--- src/design/chm_pkg.sv ---
`timescale 1ns / 1ps

package chm_pkg;

    // sizing defaults
    localparam int MAX_BUCKETS_DEF = 8192;
    localparam int MAX_NODES_DEF   = 6144;
    localparam int DEFAULT_BUCKETS = 509;
    localparam int INIT_W          = 13;
    localparam int COUNT_W         = 13;
    localparam int HASH_LAST       = 5;

    // mixing hash constants
    localparam logic [31:0] HC0 = 32'h7ed55d16;
    localparam logic [31:0] HC1 = 32'hc761c23c;
    localparam logic [31:0] HC2 = 32'h165667b1;
    localparam logic [31:0] HC3 = 32'hd3a2646c;
    localparam logic [31:0] HC4 = 32'hfd7046c5;
    localparam logic [31:0] HC5 = 32'hb55a4f09;

    localparam logic STATUS_OK      = 1'b0;
    localparam logic STATUS_NO_ROOM = 1'b1;

    typedef enum logic [1:0] {
        K_PUT    = 2'd0,
        K_GET    = 2'd1,
        K_REMOVE = 2'd2,
        K_CLEAR  = 2'd3
    } t_kind;

    typedef struct packed {
        logic [1:0]  kind;
        logic [31:0] key;
        logic [31:0] value;
    } t_in;

    typedef struct packed {
        logic        found;
        logic [31:0] read_value;
        logic [12:0] entry_count;
        logic        status;
    } t_out;

    // command handed from front to back
    typedef struct packed {
        logic [1:0]  kind;
        logic [31:0] key;
        logic [31:0] value;
        logic [31:0] hash;
    } t_cmd;

    typedef enum logic [4:0] {
        S_INIT_SWEEP,
        S_IDLE,
        S_CLR_SWEEP,
        S_DIV_GO,
        S_DIV_WAIT,
        S_HEAD_RD,
        S_HEAD_WT,
        S_WALK,
        S_NODE_WT,
        S_DECIDE,
        S_POP_WT,
        S_RG_CLR,
        S_RG_HRD,
        S_RG_HWT,
        S_RG_NODE,
        S_RG_NWT,
        S_RG_DIV,
        S_RG_HD,
        S_RG_HDW
    } t_state;

    // one step of the six-step integer mixing hash
    function automatic logic [31:0] mix_step(input logic [31:0] a, input logic [2:0] step);
        logic [31:0] r;
        case (step)
            3'd0:    r = a + HC0 + (a << 12);
            3'd1:    r = a ^ HC1 ^ (a >> 19);
            3'd2:    r = a + HC2 + (a << 5);
            3'd3:    r = (a + HC3) ^ (a << 9);
            3'd4:    r = a + HC4 + (a << 3);
            3'd5:    r = a ^ HC5 ^ (a >> 16);
            default: r = a;
        endcase
        return r;
    endfunction

endpackage

--- src/design/chm_front.sv ---
`timescale 1ns / 1ps

module chm_front (
    input  logic          i_clk,
    input  logic          i_rst_n,
    input  logic          i_start,
    input  logic          i_hold,
    input  chm_pkg::t_in  i_in,
    output logic          o_busy,
    output logic          o_q_valid,
    output chm_pkg::t_cmd o_q_cmd,
    input  logic          i_q_pop
);

    logic          r_hashing;
    logic [2:0]    r_step;
    chm_pkg::t_cmd r_cmd;
    chm_pkg::t_cmd r_q [2];
    logic          r_wp;
    logic          r_rp;
    logic [1:0]    r_cnt;
    logic          accept;
    logic          push;
    logic [31:0]   hash_nx;

    assign o_busy    = r_hashing | (r_cnt == 2'd2) | i_hold;
    assign accept    = i_start & ~o_busy;
    assign push      = r_hashing & (r_step == 3'(chm_pkg::HASH_LAST));
    assign hash_nx   = chm_pkg::mix_step(r_cmd.hash, r_step);
    assign o_q_valid = (r_cnt != 2'd0);
    assign o_q_cmd   = r_q[r_rp];

    // hash sequencer and queue pointers
    always_ff @(posedge i_clk) begin
        if (!i_rst_n) begin
            r_hashing <= 1'b0;
            r_step    <= 3'd0;
            r_wp      <= 1'b0;
            r_rp      <= 1'b0;
            r_cnt     <= 2'd0;
        end else begin
            if (accept) begin
                r_hashing <= 1'b1;
                r_step    <= 3'd0;
            end else if (r_hashing) begin
                if (push) begin
                    r_hashing <= 1'b0;
                end
                r_step <= r_step + 3'd1;
            end
            if (push) begin
                r_wp <= ~r_wp;
            end
            if (i_q_pop) begin
                r_rp <= ~r_rp;
            end
            r_cnt <= r_cnt + {1'b0, push} - {1'b0, i_q_pop};
        end
    end

    // command payload and queue storage
    always_ff @(posedge i_clk) begin
        if (accept) begin
            r_cmd.kind  <= i_in.kind;
            r_cmd.key   <= i_in.key;
            r_cmd.value <= i_in.value;
            r_cmd.hash  <= i_in.key;
        end else if (r_hashing) begin
            r_cmd.hash <= hash_nx;
        end
        if (push) begin
            r_q[r_wp] <= '{kind: r_cmd.kind, key: r_cmd.key, value: r_cmd.value,
                           hash: hash_nx};
        end
    end

endmodule

--- config.mk ---
export PLATFORM = sky130hd
export DESIGN_NAME = chm_front
export DESIGN_NICKNAME = d
export VERILOG_FILES = /design/src/design/chm_pkg.sv /design/src/design/chm_front.sv
export SDC_FILE = /design/constraint.sdc
export NUM_CORES = 1
export LEC_CHECK = 0
export BUFFER_PORTS_ARGS = -buffer_cell sky130_fd_sc_hd__buf_2
export CAP_MARGIN = 25
export CORE_MARGIN = 2
export CORE_UTILIZATION = 39
export CTS_BUF_LIST = sky130_fd_sc_hd__clkbuf_16
export DETAILED_ROUTE_END_ITERATION = 16
export PLACE_DENSITY = 0.54
export SLEW_MARGIN = 10
export SYNTH_ARGS = -nofsm -noshare
export SYNTH_HDL_FRONTEND = slang
export SYNTH_SLANG_ARGS = --single-unit
--- constraint.sdc ---
create_clock -name i_clk -period 9.9 [get_ports i_clk]
set_input_delay 0.99 -clock i_clk [delete_from_list [all_inputs] [get_ports i_clk]]
set_output_delay 0.99 -clock i_clk [all_outputs]
set_load 0.05 [all_outputs]
Word level (Yosys, flattened, before mapping)
Memory sizes are Yosys's and may differ from the RTL's. A register that Yosys moved wholly into a read port is not among the register bits. Index checks and enable logic that the tools add are counted.

Bitwise logic cells: 13. Multiplexer cells: 10. $add $sub $neg: 10. Equality and inequality tests: 6. Reduce and logical (&&, ||, !) cells: 4.

Operator list (number): 32-bit case mux with 6 select lines (1); 32-bit adder (3); 32-bit adder (second input constant) (2); 32-bit 2-to-1 mux (2); 32-bit by 29-bit adder with 32-bit output (second input constant) (1); 32-bit by 31-bit adder with 32-bit output (second input constant) (1); 32-bit by 13-bit bitwise XOR with 32-bit output (1); 32-bit by 16-bit bitwise XOR with 32-bit output (1); 32-bit bitwise XOR (1); 16-bit NOT (1); 15-bit NOT (1); 1-bit 2-to-1 mux (7); 3-bit by 2-bit == test with 1-bit output (second input constant) (2); 3-bit == test (second input constant) (2); 1-bit NOT (4); 2-bit nonzero test (2); 3-bit by 1-bit adder with 3-bit output (second input constant) (1); 3-bit by 1-bit == test with 1-bit output (second input constant) (1); 3-bit logical NOT (1); 2-bit by 1-bit adder with 2-bit output (1); 1-bit AND (2); 2-bit == test (second input constant) (1); 1-bit bitwise OR (2); 2-bit OR reduction (1); 2-bit by 1-bit subtractor with 2-bit output (1).

Register bits: 106. Memories kept: 1. Input bits: 71. Bits in writable memories: 196. Output and inout port bits: 100. Word-level logic and storage cells: 53.

Memories: r_q (depth 2, bits a word 98, read ports 1, clocked after Yosys merged registers in 1, wr ports 1, line chm_front.sv:18) `chm_pkg::t_cmd r_q [2];`.

Longest topological paths before layout
Gate-level depths: netlist of the first run.

Word-level depth: 6. Gate-level depth with buffers: 15. Depth with buffers taken out: 13.

Least setup slack after synthesis of the first run
OpenSTA, ideal clock, no wires.

Path type: flip-flop to flip-flop. Start: register r_step[0]. End: memory r_q[0][0] in the netlist's numbering, enable pin. Path slack: 3.937 ns. Stages on the path, launching flop included: 7. Library setup time: 0.557 ns. Period minus slack after synthesis: 5.963 ns. Data arrival time: 5.406 ns. Path buffers: 1. Required time: 9.343 ns. Cells stage by stage: dfxtp_1 ha_1 buf_2 clkinv_1 nor2_1 nand2_1 nor2_1.

Longest elaborated chain between the ends: 4.

RTL lines: from (decl) (line chm_front.sv:16) `logic [2:0] r_step;`; from (signal assigned) (line chm_front.sv:49) `r_step <= r_step + 3'd1;`; 3-bit == test (line chm_front.sv:28) `assign push = r_hashing & (r_step == 3'(chm_pkg::HASH_LAST));`; 1-bit AND (line chm_front.sv:28); 1-bit 2-to-1 mux (line chm_front.sv:71) `if (push) begin`; 1-bit 2-to-1 mux (not written as such) (line chm_front.sv:72) `r_q[r_wp] <= '{kind: r_cmd.kind, key: r_cmd.key, value: r_cmd.value,`; to (decl) (line chm_front.sv:18).

Every way passes these cells.

Final worst setup path of the first run
Start: register r_cmd[11] in the netlist's numbering. End: memory r_q[1][29] in the netlist's numbering (data pin).

Longest elaborated chain between the ends: 3. Elaborated cells between the ends (all ways): 9. Those cells by class: add/sub: 7; mux: 1; bitwise: 1.

RTL lines: from (decl) (line chm_front.sv:17) `chm_pkg::t_cmd r_cmd;`; 32-bit adder, or another cell as far along (2 in series) (line chm_pkg.sv:82) `3'd4: r = a + HC4 + (a << 3);`; 32-bit case mux with 6 select lines * (line chm_pkg.sv:77) `case (step)`; via hash_nx[29] (line chm_front.sv:24) `logic [31:0] hash_nx;`.

Mark *: on every way through the listed nets, which the timed path passes. The rest lies on a longest branch.

==> results.yml, run 1 <==
global_routing:
  grt_max_degree: 57
  overflow: 0
  antenna_found_initial: 0
  met2_usage: 0.368
  grt_pass1_wl_mm: 90.6
  met1_usage: 0.337
  grt_use_met3: 0.0309
  grt_pass1_vias: 14400
  track_usage: 0.233
  grt_most_used_layer: "met2"
floorplan:
  core-area_um2: 49200
  die_w_um: 228
  start_util: 0.397
  io_pins: 171
  die_area_um2: 51800
  fp.dieH_um: 228
  rows: 81
yosys:
  synth.net_count: 2000
  syn_inst: 1758
  yosysMostFrequentCell: "edfxtp_1"
  synth_area_leader_cell: "edfxtp_1"
  ys.warnings.count: 0
  synth_common_cells: "edfxtp_1 (294), ha_1 (170), inv_1 (137)"
  yosysSeqAreaShare: 0.462
  synth_top_area_share: 0.453
  synth_cell_types: 96
  synth.avg_cell_area_um2: 11.1
  synth_area_um2: 19500
  synth.area.top_cells: "edfxtp_1 (45%), ha_1 (11%), mux2_2 (7.2%)"
  ys_seq_elements: 303
  synth-edff-count: 294
  ys.flop_type: "edfxtp_1"
  synth_async_sr_flop_share: 0
cts:
  cts.sinks: 303
  numCtsBuffers: 29
  clk_latency_ns: 0.55
  cts_tree: "yes"
  h-tree-depth: 1
  clk_pin_slew_ns: 0.06
  post_cts_resized: 0
  ctsHoldBuffers: 0
  clock_path_buffers: 3
  post_cts_buffers: 0
  cts-root-buf: "clkbuf_16"
layout:
  multi_input_area_um2: 9610
  fillCellCount: 4646
  area_growth_pct: 12.4
  antennaDiodeCount: 0
  layout.nets: 2144
  drive_above_1_share: 0.210
  area.sequential_um2: 9010
route:
  wirelength_mm: 61.2
  drc: 0
  ant_nets: 0
  wl_per_cell_um: 23.7
  drtPass1Iterations: 6
  drtIter0Drc: 1407
  vias_per_cell: 5.69
  num_vias: 14700
worst_setup_path:
  worstReg2RegEnd: "r_q[1][29]$_DFFE_PP_"
  reg2reg_depth: 12
  worstPathRequired_ns: 10.15
  r2r_slack_ns: 4.83
  crit_fanout: 12
  cp-end-kind: "register"
  worst-endpoint-arrival_ns: 5.31
  path_class: "reg -> reg"
  r2r_start: "r_cmd[11]$_DFFE_PP_"
  cp-start-kind: "register"
timing:
  hold_violations: 0
  fin_worst_skew_ns: 0.0182
  final_max_slew_viol_count: 0
  period_share: 0.512
  setup_viol_count_final: 0
  min_period_ns: 5.07
  maxSlewHeadroom: 0.376
  timing.fmax_mhz: 197
  holdWs_ns: 0.441
  fin_tns_setup_ns: 0
  rsz0062_at_grt: "no"
  tightest_slew_ns: 0.933
outcome:
  status: "finished clean"
hold_path:
  hold_depth: 0
  hp-start: "r_cmd[64]$_DFFE_PP_"
  hold_end: "r_q[0][64]$_DFFE_PP_"
  hp-class: "reg -> reg"
run:
  maxCapViolCount: 0
placed_design:
  gp_congestion: 0.947
  dpl.hpwl_mm: 45.3
  port-buffer-count: 170
cell families after synthesis:
logic type | count (synthesis) | share of synthesized area
compound gates | 433 | 0.156
simple gates | 364 | 0.0904
flops | 303 | 0.462
buf+inv | 224 | 0.0460
fa+ha+maj | 171 | 0.110
mux | 138 | 0.0790
xor+xnor | 125 | 0.0565
area by class of cell:
cell class              instances  share of cell area
clock buffers                  29              0.0331
clock inverters                20             0.00639
inverters                     139              0.0239
multi-input cells            1231               0.438
flip-flops and latches        303               0.411
well taps                     664              0.0379
repair buffers                198              0.0493
stage by stage:
step | worst slack [ns] | instance area (um^2) | instances | utilization
6_report | 4.83 | 21900 | 2584 | 0.446
5_1_grt | 4.56 | 21900 | 2584 | 0.446
4_1_cts | 4.85 | 21900 | 2584 | 0.446
3_5_place_dp | 4.90 | 21100 | 2535 | 0.428
3_3_place_gp | 4.86 | 21000 | 2534 | 0.428
2_1_floorplan | 3.94 | 19500 | 1758 | -
state kept, by name (all words and copies together) (netlist names), named ones only:
| register | cells |
|---|---|
| r_rp | 1 |
| r_wp | 1 |
| r_cmd | 98 |
| r_step | 3 |
| r_hashing | 1 |
| r_cnt | 2 |
| r_q | 196 |
cell usage in the layout, fill, tap and decap left out, types with 5 or more instances in the layout:
cell type and instances:
edfxtp_1 294, nand4_1 18, nor2b_1 10, inv_1 143
a31oi_1 15, or3_1 6, ha_1 170, a22oi_1 7
mux2i_1 13, mux2_2 124, nor3_1 22, xor2_1 33
o21bai_1 10, nand2b_1 16, o31ai_1 8, clkbuf_16 29
a221o_1 6, nor2_1 102, o21a_1 11, o211ai_1 17
nand3_1 33, and3_1 12, a211oi_1 20, a21o_1 35
dfxtp_1 8, and4_1 5, buf_2 170, nand2_1 101
clkinv_1 9, a221oi_1 23, o21ai_1 8, o21ai_0 68
buf_4 27, o221ai_1 11, o22ai_1 8, and2_1 17
xnor2_1 91, a21oi_1 111
worst max-delay path by stage:
stage | startpoint | to | slack, ns
floorplan | r_step[0]$_SDFFE_PP0P_ | r_q[0][0]$_DFFE_PP_ | 3.94
global placement | r_cmd[11]$_DFFE_PP_ | r_q[0][29]$_DFFE_PP_ | 4.86
detailed placement | r_cmd[11]$_DFFE_PP_ | r_q[1][29]$_DFFE_PP_ | 4.90
CTS | r_cmd[11]$_DFFE_PP_ | r_q[1][29]$_DFFE_PP_ | 4.85
global route | r_cmd[11]$_DFFE_PP_ | r_q[1][29]$_DFFE_PP_ | 4.56
finish | r_cmd[11]$_DFFE_PP_ | r_q[1][29]$_DFFE_PP_ | 4.83
per-layer routing:
metal / part of all wire / vias up
met5: 0 / -
met4: 0.025 / 0
met3: 0.069 / 100
met2: 0.44 / 581
met1: 0.47 / 7178
li1: - / 6843
worst max-delay path, cell delays in order, from the launching register on:
cell and delay [ns]:
edfxtp_1 0.94, inv_1 0.41, ha_1 0.46, inv_1 0.06, ha_1 0.36, a21oi_1 0.28, o21ai_0 0.25, a221o_1 0.37
a31oi_1 0.28, o31a_1 0.27, xnor2_1 0.08, a2111oi_0 0.78, nand2_1 0.22
Power of run 1 is not shown: default switching activity piles up to over one toggle a cycle in this logic, so the estimate is an artifact.
==> run 2, diff against run 1 <==
ABC_AREA = 1   (was unset)
clock period = 5.1 ns   (was 9.9 ns; I/O delays follow)
==> results.yml, run 2 <==
cts:
  post_cts_buffers: 0
  clk_latency_ns: 0.58
  post_cts_resized: 0
  ctsHoldBuffers: 0
  clk_pin_slew_ns: 0.08
  clock_path_buffers: 3
  cts-root-buf: "clkbuf_16"
  cts_tree: "yes"
  numCtsBuffers: 30
  h-tree-depth: 1
  cts.sinks: 303
floorplan:
  die_w_um: 238
  die_area_um2: 56800
  io_pins: 171
  rows: 85
  start_util: 0.396
  fp.dieH_um: 238
  core-area_um2: 54000
yosys:
  synth.avg_cell_area_um2: 8.22
  yosysSeqAreaShare: 0.421
  syn_inst: 2605
  ys.warnings.count: 0
  synth_async_sr_flop_share: 0
  synth_top_area_share: 0.412
  synth_common_cells: "nand2_1 (754), inv_1 (401), edfxtp_1 (294)"
  synth-edff-count: 294
  ys_seq_elements: 303
  synth_area_leader_cell: "edfxtp_1"
  synth.net_count: 2847
  synth.area.top_cells: "edfxtp_1 (41%), nand2_1 (13%), ha_1 (9.9%)"
  yosysMostFrequentCell: "nand2_1"
  ys.flop_type: "edfxtp_1"
  synth_cell_types: 58
  synth_area_um2: 21400
route:
  drc: 0
  wirelength_mm: 76.9
  vias_per_cell: 5.28
  drtPass1Iterations: 6
  num_vias: 18500
  drtIter0Drc: 1602
  ant_nets: 0
  wl_per_cell_um: 22.0
timing:
  setup_viol_count_final: 0
  hold_violations: 0
  maxSlewHeadroom: 0.346
  fin_worst_skew_ns: 0.0256
  holdWs_ns: 0.108
  period_share: 0.785
  layout_setup_ws_ns: 1.10
  timing.fmax_mhz: 250
  tightest_slew_ns: 0.980
  fin_tns_setup_ns: 0
  rsz0062_at_grt: "no"
  min_period_ns: 4.00
  final_max_slew_viol_count: 0
outcome:
  status: "finished clean"
global_routing:
  track_usage: 0.267
  antenna_found_initial: 0
  grt_max_degree: 54
  grt_pass1_wl_mm: 113
  grt_pass1_vias: 18100
  overflow: 0
layout:
  multi_input_area_um2: 10400
  top_regs: "r_q x196, r_cmd x98, r_step x3"
  layout.nets: 3026
  stdcell_area_um2: 24000
  finalNonFillerCells: 3504
  area.sequential_um2: 9010
  drive_above_1_share: 0.152
  fillCellCount: 5468
  layout_common_cells: "nand2_1 (754), inv_1 (408), edfxtp_1 (294)"
  area_growth_pct: 12.1
  largest-register: "r_q"
  largest_reg_flops: 196
  layout_commonest_cell: "nand2_1"
placed_design:
  dpl.hpwl_mm: 60.0
  dp.cells: 3448
  preCtsSetupSlack_ns: 1.21
  dpl_cell_area_um2: 23100
  gp_congestion: 0.984
  port-buffer-count: 170
hold_path:
  hp-class: "in -> reg"
worst_setup_path:
  path_cells: "inv_2 -> ha_1 -> inv_1 -> ha_1 -> nand2_1 -> nand2_1 -> a21oi_1 -> nand2_1 -> o21ai_0 -> o2111ai_1 -> nand3_1 -> nand2_1"
  worstPathRequired_ns: 5.40
  cp-start-kind: "register"
  crit_fanout: 9
  worst-endpoint-arrival_ns: 4.31
  slowest_stage: "edfxtp_1"
  cp-end-kind: "register"
  path_class: "reg -> reg"
  critPathMostFrequentCell: "nand2_1"
  critPathMaxStageDelay_ns: 0.81
run:
  maxCapViolCount: 0
pwr:
  p_leak_nw: 11.1
  peakVddDrop_v: 0.000262
  power_density_nw_per_um2: 569
## run 2: changes by cell type in the layout (fill, tap and decap cells not counted), sizes merged, moves of 31 or more
cell	delta
nand2	+670
nor2	+111
xnor2	-84
a21o	-31
inv	+285
nand3	+142
## run 2: final timing paths
kind / start / to / slack, ns / cells after the start
min reg2reg: r_cmd[77]$_DFFE_PP_ / r_q[0][77]$_DFFE_PP_ / 0.43 / 0
min: i_in[7] / r_cmd[39]$_DFFE_PP_ / 0.11 / 1
max reg2reg: r_cmd[4]$_DFFE_PP_ / r_cmd[12]$_DFFE_PP_ / 1.10 / 12
max: r_cmd[4]$_DFFE_PP_ / r_cmd[12]$_DFFE_PP_ / 1.10 / 12
## run 2: cells by family (layout without fill, tap and decap cells)
logic type	Yosys count	in the layout	share of synthesized area
mux	98	98	0.0516
compound gates	250	250	0.0652
buf+inv	481	683	0.0918
other cells	0	1	0
simple gates	1263	1263	0.254
fa+ha+maj	171	171	0.100
xor+xnor	39	39	0.0160
flops	303	303	0.421
## run 2: power breakdown
part	switching, mW	total, mW	leakage [nW]	internal, mW
Clock	0.943	2.11	0.485	1.17
Sequential	0.222	3.29	2.75	3.07
Combinational	5.64	8.25	7.89	2.60
Total	6.81	13.6	11.1	6.84
## run 2: metrics by stage
stage | utilization | total power [mW]
after floorplan | - | 9.02
after global placement | 0.427 | 11.4
after detailed placement | 0.427 | 11.4
after CTS | 0.444 | 13.6
after global routing | 0.444 | 14.8
final | 0.444 | 13.6
## run 2: area by class of cell
cell class | instances | area share
repair buffers | 204 | 0.0471
diodes | 1 | 0.000104
clock inverters | 25 | 0.00741
flip-flops and latches | 303 | 0.376
inverters | 424 | 0.0668
clock buffers | 30 | 0.0313
multi-input cells | 1821 | 0.435
well taps | 696 | 0.0363
## run 2: per-layer routing
layer | GRT usage | up-vias | routed length, um
met5 | 0 | - | 0
met4 | 0.111 | 0 | 3500
met3 | 0.0453 | 163 | 5690
met2 | 0.437 | 703 | 34600
met1 | 0.350 | 8677 | 33200
li1 | - | 8941 | -
## run 2: critical path, delay by kind of cell (launching register included)
kind	cells	cell delay, ns
AND/OR/NAND/NOR	5	0.66
adder cells (fa/ha/maj)	2	0.69
flip-flops	1	0.81
buffers and inverters	2	0.36
AO/OA/AOI/OAI	3	1.25
(Power assumes the default switching activity.)
